## config.mk

```make
export PLATFORM = sky130hd
export DESIGN_NAME = lphu_controller
export DESIGN_NICKNAME = d
export VERILOG_FILES = /design/src/sv/lphu_pkg.sv /design/src/sv/lphu_controller.sv
export VERILOG_INCLUDE_DIRS = /design/src /design/src/sv
export SDC_FILE = /design/constraint.sdc
export NUM_CORES = 1
export LEC_CHECK = 0
export BUFFER_PORTS_ARGS = -buffer_cell sky130_fd_sc_hd__buf_4
export CAP_MARGIN = 30
export CORE_AREA = 2 2 39 41
export CTS_CLUSTER_DIAMETER = 120
export DETAILED_ROUTE_END_ITERATION = 16
export DIE_AREA = 0 0 41 43
export GPL_ROUTABILITY_DRIVEN = 0
export PLACE_DENSITY = 0.31
export SYNTH_ARGS = -nofsm -noshare
export SYNTH_HDL_FRONTEND = slang
export SYNTH_SLANG_ARGS = --single-unit
```

## constraint.sdc

```tcl
create_clock -name aclk -period 1.11 [get_ports aclk]
set_clock_uncertainty 0.2 [all_clocks]
set_input_delay 0.1665 -clock aclk [delete_from_list [all_inputs] [get_ports aclk]]
set_output_delay 0.1665 -clock aclk [all_outputs]
set_load 0.02 [all_outputs]
```

## src/sv/linear_probe_hash_upsert_top_defines.svh

```systemverilog
// ----------------------------------------------------------------------------
// Assertion macros for the linear probe hash upsert block
// Shared concurrent assertion wrappers used by the controller and the datapath.
// ----------------------------------------------------------------------------
`ifndef LINEAR_PROBE_HASH_UPSERT_TOP_DEFINES_SVH
`define LINEAR_PROBE_HASH_UPSERT_TOP_DEFINES_SVH

// The property must hold at every clock edge outside reset.
`define LPHU_ASSERT_HOLDS(label, clk, rst_n, prop, msg) \
    label: assert property (@(posedge clk) disable iff (!rst_n) (prop)) \
        else $error(msg);

// When the trigger holds, the property must hold at the next clock edge.
`define LPHU_ASSERT_NEXT(label, clk, rst_n, trig, prop, msg) \
    label: assert property (@(posedge clk) disable iff (!rst_n) (trig) |=> (prop)) \
        else $error(msg);

`endif

```

## src/sv/lphu_pkg.sv

```systemverilog
`timescale 1ns / 1ps
// ----------------------------------------------------------------------------
// Linear probe hash upsert package
// Table geometry, field widths, slot layout, codes and the controller
// command and status bundles.
// ----------------------------------------------------------------------------
package lphu_pkg;

    localparam int CAPACITY   = 1024;
    localparam int IDX_W      = $clog2(CAPACITY);
    localparam int CNT_W      = IDX_W + 1;
    localparam int HASH_W     = 32;
    localparam int KEY_W      = 64;
    localparam int VALUE_W    = 64;
    localparam int STATUS_W   = 2;
    localparam int LIMIT_W    = 4;
    localparam int LOAD_DENOM = 10;
    localparam int GROW_W     = CNT_W + 4;

    localparam logic [LIMIT_W-1:0] LOAD_RESET = LIMIT_W'(7);

    localparam int IN_W  = HASH_W + KEY_W + VALUE_W;
    localparam int OUT_W = STATUS_W + IDX_W + VALUE_W + CNT_W + 1;

    localparam logic [STATUS_W-1:0] ST_FOUND    = STATUS_W'(0);
    localparam logic [STATUS_W-1:0] ST_INSERTED = STATUS_W'(1);
    localparam logic [STATUS_W-1:0] ST_FULL     = STATUS_W'(2);

    typedef struct packed {
        logic               filled;
        logic [HASH_W-1:0]  hash;
        logic [KEY_W-1:0]   key;
        logic [VALUE_W-1:0] data;
    } slot_t;

    typedef enum logic [1:0] {
        CTL_CLEAR,
        CTL_IDLE,
        CTL_PROBE
    } ctl_state_t;

    typedef struct packed {
        logic clear_wr;
        logic start;
        logic advance;
        logic load_out;
    } ctl_cmd_t;

    typedef struct packed {
        logic clear_last;
        logic hit_empty;
        logic hit_match;
        logic probe_last;
        logic out_busy;
    } dp_status_t;

endpackage

```

## src/sv/lphu_controller.sv

```systemverilog
`timescale 1ns / 1ps
// ----------------------------------------------------------------------------
// Linear probe hash upsert controller
// Sequences the clearing pass, input acceptance and the slot probe loop.
// ----------------------------------------------------------------------------
`include "linear_probe_hash_upsert_top_defines.svh"

module lphu_controller (
    input  logic                 aclk,
    input  logic                 aresetn,
    input  logic                 s_tvalid,
    output logic                 s_tready,
    input  lphu_pkg::dp_status_t st,
    output lphu_pkg::ctl_cmd_t   cmd
);
    import lphu_pkg::*;

    ctl_state_t state_reg;
    ctl_state_t state_next;
    logic       decided;

    assign decided = st.hit_empty || st.hit_match || st.probe_last;

    always_ff @(posedge aclk) begin
        if (!aresetn) begin
            state_reg <= CTL_CLEAR;
        end else begin
            state_reg <= state_next;
        end
    end

    always_comb begin
        state_next = state_reg;
        cmd        = '0;
        s_tready   = 1'b0;
        unique case (state_reg)
            CTL_CLEAR: begin
                cmd.clear_wr = 1'b1;
                if (st.clear_last) begin
                    state_next = CTL_IDLE;
                end
            end
            CTL_IDLE: begin
                s_tready = 1'b1;
                if (s_tvalid) begin
                    cmd.start  = 1'b1;
                    state_next = CTL_PROBE;
                end
            end
            CTL_PROBE: begin
                if (decided) begin
                    if (!st.out_busy) begin
                        cmd.load_out = 1'b1;
                        state_next   = CTL_IDLE;
                    end
                end else begin
                    cmd.advance = 1'b1;
                end
            end
            default: begin
                state_next = CTL_IDLE;
            end
        endcase
    end

    `LPHU_ASSERT_HOLDS(a_no_accept_in_clear, aclk, aresetn,
        !(state_reg == CTL_CLEAR && s_tready), "input accepted during the clearing pass")
    `LPHU_ASSERT_HOLDS(a_load_not_busy, aclk, aresetn, !(cmd.load_out && st.out_busy),
        "result loaded while the previous word is still held")
    `LPHU_ASSERT_HOLDS(a_advance_undecided, aclk, aresetn, !(cmd.advance && decided),
        "probe advanced past a decided slot")

endmodule

```

# ---- After elaboration in Yosys (flattened, before gate mapping)
# Index checks and enable logic that the tools add are counted.
dict set report totals {
  reg_bits 2
  latchBits 0
  mem_bits_rw 0
  rom_bits 0
  output_inout_bits 5
  wordCells 24
  memories 0
}
dict set report op_classes {
  addsub 0
  n_mul 0
  div 0
  magnitude_cmp 0
  eq_ne 6
  n_shift 0
  muxes 13
  n_bitwise 0
  reduce_logical 4
}
# cell count
set op_table {}
lappend op_table {{$mux W2} 5}
lappend op_table {{$ne A2 B2 Y1 const B} 4}
lappend op_table {{$mux W1} 7}
lappend op_table {{$pmux W2 S3} 1}
lappend op_table {{$reduce_and A4 Y1} 1}
lappend op_table {{$eq A2 B1 Y1 const B} 1}
lappend op_table {{$eq A2 B2 Y1 const B} 1}
lappend op_table {{$logic_not A2 Y1} 1}
lappend op_table {{$logic_or A1 B1 Y1} 2}

# ---- Depth between registers and ports, before layout
# Gate-level depths: netlist of the first run.
dict set report logic_depth {
  word_depth 4
  depth_mapped 3
  mapped_depth_nobuf 3
}

# ---- Worst setup path before layout of the first run
# OpenSTA, ideal clock, no wires.
dict set report synth_timing {
  kind {reg-to-output}
  startpoint {register state_reg[0]}
  endpoint {output port cmd[1] (netlist bit)}
  arrival_time_ns 1.087
  t_required_ns 0.743
  setup_slack_ns -0.344
  path_stages_with_launch 3
  n_path_buf 0
  path_cell_list {dfxtp_1 nand2b_4 nor4_1}
}
# element line_no
set synth_lines {}
lappend synth_lines {{start, declared} lphu_controller.sv:18} ;# ctl_state_t state_reg;
lappend synth_lines {{start signal, assigned} lphu_controller.sv:28} ;# state_reg <= state_next;
lappend synth_lines {{end, declared} lphu_controller.sv:14} ;# output lphu_pkg::ctl_cmd_t cmd

==> results of run 1 <==
[cell type report]
cell class,count,area (µm²)
tap,16,20.02
timing repair buffer,21,186.4
sequential,2,45.04
clock buffer,3,22.52
fill,157,962.2
multi-input combinational,12,143.9
inverter,1,3.754
[cell usage in the layout, fill, tap and decap left out]
cell	n
inv_2	1
a21oi_1	1
dfxtp_2	1
buf_4	13
nand2_2	1
o211a_1	1
o21bai_4	1
buf_6	7
nor3_4	1
dlygate4sd3_1	1
nor3_2	1
clkbuf_4	3
a21boi_2	1
nor2_4	2
dfxtp_4	1
nor4_4	1
and2b_2	1
nand2b_4	1
[power by group through the flow]
stage	clock, µW	sequential [µW]	combinational, µW
floorplan	0	85.5	49.8
global placement	0	85.1	112
detailed placement	0	84.9	112
CTS	172	84.0	145
global route	179	84.0	175
finish	162	83.3	164
[through the flow]
step,hold slack (ps),utilization [%],setup TNS (ps),power [µW],instances
detailed placement,202.4,21.88,-166.0,196.9,46
floorplan,99.91,-,-24.45,135.3,15
CTS,72.91,28.21,-1421,401.3,53
finish,80.40,30.47,-1616,409.7,55
global placement,204.1,21.88,-158.8,196.7,46
global route,79.87,30.47,-1923,437.8,55
[critical path, stage by stage (launching register included)]
cell,delay [ps]
dfxtp_4,350
and2b_2,230
nand2_2,70
inv_2,40
buf_6,120
[per-layer routing]
layer | wire length [µm] | part of all wire, %
met3 | 39 | 7.7
met1 | 164 | 33
met2 | 301 | 60
met5 | 0 | 0
met4 | 0 | 0
[cells by family after synthesis]
group           share of synthesized area (%)
simple gates                            38.74
compound gates                          29.73
flops                                   28.83
buf+inv                                 2.700
[worst paths after layout]
check | slack, ps | start | cells after the start | to
worst max-delay path | -280 | state_reg[1]$_SDFFE_PN0P_ | 4 | cmd[2]
worst min-delay path | 80 | st[0] | 3 | state_reg[1]$_SDFFE_PN0P_
worst max register to register | -190 | state_reg[0]$_SDFFE_PN0P_ | 6 | state_reg[0]$_SDFFE_PN0P_
worst min register to register | 460 | state_reg[1]$_SDFFE_PN0P_ | 3 | state_reg[1]$_SDFFE_PN0P_
[repair_timing]
action / in CTS / in global routing
gates resized for setup: 10 / 4
hold endpoints to repair: 2 / 0
pin swaps: 3 / 4
buffers inserted: 3 / 2
hold buffers: 1 / 0
setup endpoints to repair: 5 / 7
==> metrics.txt, run 1 <==
final hold viol count 0; Worst-Skew Late Latency between 200 and 250 ps; Seq/Total Area, Yosys 28.83%; Post-Syn Area 138.9 µm²; Seq cells post-synth 2; Max FO, Critical Path 3; fin worst setup slack -284.5 ps; met1 usage 5.414%; Max rail drop VDD roughly 0.32 mV; CTS tree built; RSZ-0062 raised after global routing true; ANT nets after route 0; Synth Instances 15; Final period util 125.6%; Clk pwr share 39.7%; P_sw 115.0 µW; GRT Overall Usage 7.207%; Post-synth EDFFs 0; CTS Sinks 2; synth cell count leaders dfxtp_1 (2), nor2_1 (2); Chip Height 43 µm; number of max-cap violations 0; Area Growth Syn to Fin 203.6%; Initial Util 10.04%; share of the synthesized area in the top cell type 28.83%; minimum clock period 1394 ps; Detail Placement HPWL 349.4 µm; Startpoint Class flip-flop; largest cells by area after synthesis dfxtp_1 (29%), o21bai_4 (14%), nand2b_4 (9.9%); share of layout cells above drive strength 1 92.31%; final net count 49; vias in the first global route about 220; core area between 0.001 and 0.0015 mm²; PortBufs 12; f_max 0.7171 GHz; Pre-antenna DRT Iters 1; clock tree buffer depth 2; Synth Warn # 0; final wirelength ~500 µm; via count 211; # diodes 0; final setup fails 7; Critical Path AT about 1000 ps; Critical Path End Type output pin; area leader, netlist dfxtp_1; first-pass GRT wire length 759 µm; Worst Hold Class input port to flip-flop; Num CTS Buffers 3; failing checks negative setup slack; DR DRC count 0; pre-CTS WS -81.06 ps; critical path required time between 700 and 800 ps; status finished with violations; PD cells 971.6 mW/mm²; num ports 13; Most used DFF post-synth dfxtp_1; internal power around 300 µW; Placed Area 302.8 µm²; Synth Area per Inst 9.259 µm²; register share of total power between 20% and 30%; Final Max Slew Viols 0; Lkg Pwr roughly 0.00019 µW; 1st-iter DRT viols 0; combinational fraction of design power about two fifths; Die ar. 0.001763 mm²; Synth Net Count 23; max reg flops 2; critical path type flip-flop to output pin; initial antenna violation count 0; Congestion Overflow GR 0; clock root cell clkbuf_4; die width 41 µm; htree depth 1; Switching Fraction 28.06%; worst-margin pin slew 179.7 ps; largest net degree at the start of global routing 4; met3 Use GR roughly 1.6%; Clk pin slew, worst setup/hold paths 30 ps; Max-Slew Margin vs Limit 87.93%; synth unique cells 13; site row count 14; share of async-settable or async-resettable flops after synthesis 0%; met2 Track Usage GR roughly 12%; Vias/cell roughly 3.8; Wirelength per Cell 9.164 µm; GRT Max-Usage Layer met2; design area 421.7 µm²
Note: power is estimated with default switching activity, not from simulation.
==> inputs of run 2 (changes only) <==
- BUFFER_PORTS_ARGS: -buffer_cell sky130_fd_sc_hd__buf_4 -> -buffer_cell sky130_fd_sc_hd__buf_2
==> run 2 against run 1 <==
Critical endpoint unchanged; critical path type unchanged; register-to-register slack improved by 100 ps; the flow still finishes with violations (negative setup slack); sequential power is 0.7% higher; utilization is 3.9 points lower.
==> metrics.txt, run 2 (synthesis results as in run 1) <==
status finished with violations; failing checks negative setup slack; CTS Sinks 2; most frequent cells in the layout buf_2 (8), buf_6 (5), buf_4 (4); Vias/cell 3.904; # diodes 0; Max rail drop VDD around 0.39 mV; critical path type flip-flop to output pin; leading cell type in the layout, fill and taps excluded buf_2; Wirelength per Cell slightly above 10 µm; Critical Path AT 1030 ps; f_max 0.7178 GHz; final hold viol count 0; Max FO, Critical Path 3; Chip Height ~43 µm; Num CTS Buffers 3; ANT nets after route 0; final setup fails 6; worst r2r src state_reg[0]$_SDFFE_PN0P_; Pre-antenna DRT Iters 1; PD cells 1025 mW/mm²; RSZ-0062 raised after global routing true; PortBufs 12; GRT Overall Usage 7.615%; Clk pin slew, worst setup/hold paths 30 ps; hold_sp s_tvalid; launch point of the worst path state_reg[1]$_SDFFE_PN0P_; share of layout cells above drive strength 1 about nine tenths; vias in the first global route 219; initial antenna violation count 0; end-of-flow core utilization 26.58%; via count 203; Startpoint Class flip-flop; Setup TNS -1311 ps; Max stage delay on crit path 350 ps; site row count 14; first-pass GRT wire length 821 µm; minimum clock period 1393 ps; Critical Path End Type output pin; R2R cell count 5; die width just over 40 µm; critical path required time 740 ps; htree depth 1; R2R Setup Slk -90 ps; worst-margin pin slew 180.8 ps; DR DRC count 0; Worst path slowest cell dfxtp_4; core area around 0.0014 mm²; Detail Placement HPWL between 300 and 400 µm; CP cell instances and2b_2, nand2_2, inv_2, buf_6; clock root cell clkbuf_4; num ports 13; RR Endpoint state_reg[0]$_SDFFE_PN0P_; max reg flops 2; number of max-cap violations 0; final net count between 40 and 50; 1st-iter DRT viols 0; hold depth 3; Worst-Skew Late Latency 220 ps; fin worst setup slack -283.1 ps; largest net degree at the start of global routing 4; Lkg Pwr 0.0001701 µW; Area Growth Syn to Fin 164.9%; clock tree buffer depth 2; Final Max Slew Viols 0; Die ar. around 0.0018 mm²; final wirelength about 540 µm; Worst Hold Class input port to flip-flop; CTS tree built; Final period util 125.5%; WHS Endpoint state_reg[1]$_SDFFE_PN0P_; Initial Util 10.04%; Congestion Overflow GR 0; Max-Slew Margin vs Limit 87.86%
==> run 2: timing repair <==
action / in CTS / in global routing
cloned: 0 / 0
hold buffers: 1 / 0
gates resized for setup: 12 / 3
setup buffers: 0 / 2
pin swaps: 2 / 1
endpoints found under the hold margin: 2 / 0
endpoints found under the setup margin: 5 / 6
==> run 2: layout make-up <==
| cell class | instances | area, µm² |
|---|---|---|
| Multi-Input combinational cell | 12 | 140.1 |
| Tap cell | 16 | 20.02 |
| Fill cell | 145 | 1016 |
| Clock buffer | 3 | 22.52 |
| Sequential cell | 2 | 45.04 |
| Inverter | 1 | 3.754 |
| Timing Repair Buffer | 18 | 136.4 |
==> run 2: per-layer routing <==
| metal | routed length (µm) | vias to the layer above | global-route usage, % |
|---|---|---|---|
| li1 | - | 96 | - |
| met5 | 0 | - | 0 |
| met3 | 69 | 2 | 3.141 |
| met1 | 192 | 90 | 6.390 |
| met2 | 265 | 15 | 11.88 |
| met4 | 8 | 0 | 8.000 |
==> run 2: worst max-delay path by stage <==
stage,end,slack (ps),depth (start not counted)
4_1_cts,cmd[2],-320,4
2_1_floorplan,cmd[2],-20,3
3_3_place_gp,cmd[2],-70,4
3_5_place_dp,cmd[2],-80,4
5_1_grt,cmd[2],-340,4
6_report,cmd[2],-280,4
==> run 2: power by group <==
group	internal [µW]	switching (µW)
Combinational	72.8	63.5
Sequential	78.3	5.52
Clock	119	38.1
Total	270	107
==> run 2: critical path, delay by kind of cell (launching register included) <==
kind	cells	cell delay, ps
DFF	1	350
and+or+nand+nor	2	300
buffers and inverters	2	160
==> run 2: metrics by stage <==
stage                     instances  cell area (µm²)  worst slack, ps  hold WS (ps)  power [µW]
after CTS                        50            341.6           -316.4         12.98       376.0
after floorplan                  15            170.2           -22.09         99.91       135.3
final                            52            367.9           -283.1         30.59       377.2
after global placement           46            272.8           -73.32         211.1       181.3
after detailed placement         46            272.8           -75.72         210.3       182.9
after global routing             52            367.9           -337.3         44.31       411.7
==> inputs of run 3 (changes only) <==
- ABC_AREA: unset -> 1
- PLACE_DENSITY: 0.31 -> 0.33
==> run 3 against run 2 <==
The flow still finishes with violations (negative setup slack); sequential power grew 12%; setup slack gained 21 ps; register-to-register slack lost 70 ps; combinational power grew 46%; fmax grew 1.5%; sequential share of layout area shrank 0.44 points; total power grew 19%; die area is the same; clock power is essentially flat; clock-buffer cell count is the same; flip-flop and latch count is the same; critical endpoint is now cmd[0]; highest routed layer is now met3.
==> metrics.txt, run 3 <==
Synth Warn # 0; num ports 13; Top Metal Used met3; max reg flops 2; Synth Instances 26; GRT Overall Usage 7.315%; Final period util 123.6%; Worst-Skew Late Latency between 200 and 250 ps; Initial Util 11.66%; vias in the first global route between 200 and 250; routed wl met2 between 200 and 250 µm; DR DRC count 0; Seq/Total Area, Yosys 24.81%; Post-synth EDFFs 0; number of max-cap violations 0; largest cells by area after synthesis dfxtp_1 (25%), inv_1 (14%), nor2_1 (14%); RSZ-0062 raised after global routing true; Vias/cell roughly 3.6; Synth Net Count 34; Worst path slowest cell dfxtp_4; CTS Sinks 2; Detail Placement HPWL 373.6 µm; met3 wire len 33 µm; final wirelength about 490 µm; share of the synthesized area in the top cell type around a quarter; Pre-antenna DRT Iters 1; # diodes 0; met1 WL roughly 210 µm; Synth Area per Inst just over 6 µm²; Lkg Pwr 0.0001960 µW; Final Max Slew Viols 0; Chip Height 43 µm; Max-Slew Margin vs Limit slightly above 90%; Critical Path End Type output pin; CTS tree built; Worst Hold Class input port to flip-flop; CP cell instances inv_4, nand2_4, nor3b_4, buf_6; PD cells between 1000 and 1500 mW/mm²; site row count 14; Most used DFF post-synth dfxtp_1; pre-CTS WS -97.86 ps; Max FO, Critical Path 3; Seq cells post-synth 2; most frequent cells in the layout buf_2 (7), buf_6 (5), buf_4 (5); synth cell count leaders inv_1 (6), nor2_1 (6), nand2_1 (5); Wirelength per Cell 7.714 µm; Clk pin slew, worst setup/hold paths 30 ps; Area Growth Syn to Fin 149.6%; Max stage delay on crit path 340 ps; Max rail drop VDD approximately 0.48 mV; Congestion Overflow GR 0; largest net degree at the start of global routing 5; via count 226; f_max 0.7287 GHz; share of async-settable or async-resettable flops after synthesis 0%; failing checks negative setup slack; minimum clock period 1372 ps; ANT nets after route 0; Startpoint Class flip-flop; Fill cells 156; first-pass GRT wire length ~800 µm; final hold viol count 0; area leader, netlist dfxtp_1; worst-margin pin slew between 100 and 150 ps; 1st-iter DRT viols 0; synth unique cells 11; PortBufs 12; initial antenna violation count 0; clock root cell clkbuf_4; Critical Path AT between 1000 and 1500 ps; clock tree buffer depth 2; final net count 57; status finished with violations; fin worst setup slack -262.2 ps; Post-Syn Area 161.4 µm²; Setup TNS -1265 ps; critical path type flip-flop to output pin; Num CTS Buffers 3; critical path required time 740 ps; die width roughly 41 µm; htree depth 1; leading cell type in the layout, fill and taps excluded buf_2; share of layout cells above drive strength 1 72.34%; Die ar. between 0.0015 and 0.002 mm²; core area 0.001384 mm²; final setup fails 7
==> run 3: critical path: cells and delay by family, from the launching register on <==
| kind | cells | cell delay [ps] |
|---|---|---|
| and+or+nand+nor | 2 | 230 |
| buffers and inverters | 2 | 210 |
| DFF | 1 | 340 |
==> run 3: logic make-up after synthesis <==
kind of cell / Yosys count / share of synthesized area (%)
AND/OR/NAND/NOR: 16 / 51.16
flip-flops: 2 / 24.81
AO/OA/AOI/OAI: 2 / 10.08
buffers and inverters: 6 / 13.95
==> run 3: worst paths after layout <==
kind | endpoint | from | cells after the start | slack (ps)
max | cmd[0] | state_reg[0]$_SDFFE_PN0P_ | 4 | -260
min | state_reg[1]$_SDFFE_PN0P_ | s_tvalid | 5 | 200
max reg2reg | state_reg[0]$_SDFFE_PN0P_ | state_reg[0]$_SDFFE_PN0P_ | 7 | -160
min reg2reg | state_reg[0]$_SDFFE_PN0P_ | state_reg[0]$_SDFFE_PN0P_ | 3 | 420
==> run 3: per-layer routing <==
layer | up-vias | track usage [%]
met4 | 0 | 6.000
met5 | - | 0
li1 | 121 | -
met1 | 98 | 7.987
met2 | 7 | 9.375
met3 | 0 | 4.712
==> run 3: layout make-up <==
cell class | instances | area, µm² | area share (%)
Multi-Input combinational cell | 18 | 148.9 | 36.96
Timing Repair Buffer | 18 | 138.9 | 34.47
Sequential cell | 2 | 47.55 | 11.80
Tap cell | 16 | 20.02 | 4.969
Inverter | 6 | 25.02 | 6.211
Clock buffer | 3 | 22.52 | 5.590
==> run 3: per-stage QoR <==
stage	hold WS [ps]	utilization, %	power (µW)	cell area, µm²	std cells
floorplan	78.70	-	190.7	202.7	26
global placement	195.0	20.98	234.8	290.3	55
detailed placement	199.3	20.98	235.6	290.3	55
CTS	206.3	27.58	451.4	381.6	62
global route	219.9	29.11	486.9	402.9	63
finish	204.4	29.11	450.2	402.9	63
==> run 3: power breakdown <==
group | switching [µW] | internal [µW] | leakage, µW
clock | 39.6 | 119 | 0.0000138
combinational | 97.7 | 100 | 0.000164
sequential | 11.4 | 82.3 | 0.0000178
==> run 3: timing repair <==
action,CTS,global route
endpoints found under the hold margin,2,0
pin swaps,2,4
gates resized for setup,11,2
setup buffers,3,1
setup endpoints to repair,7,7
hold buffers,1,0
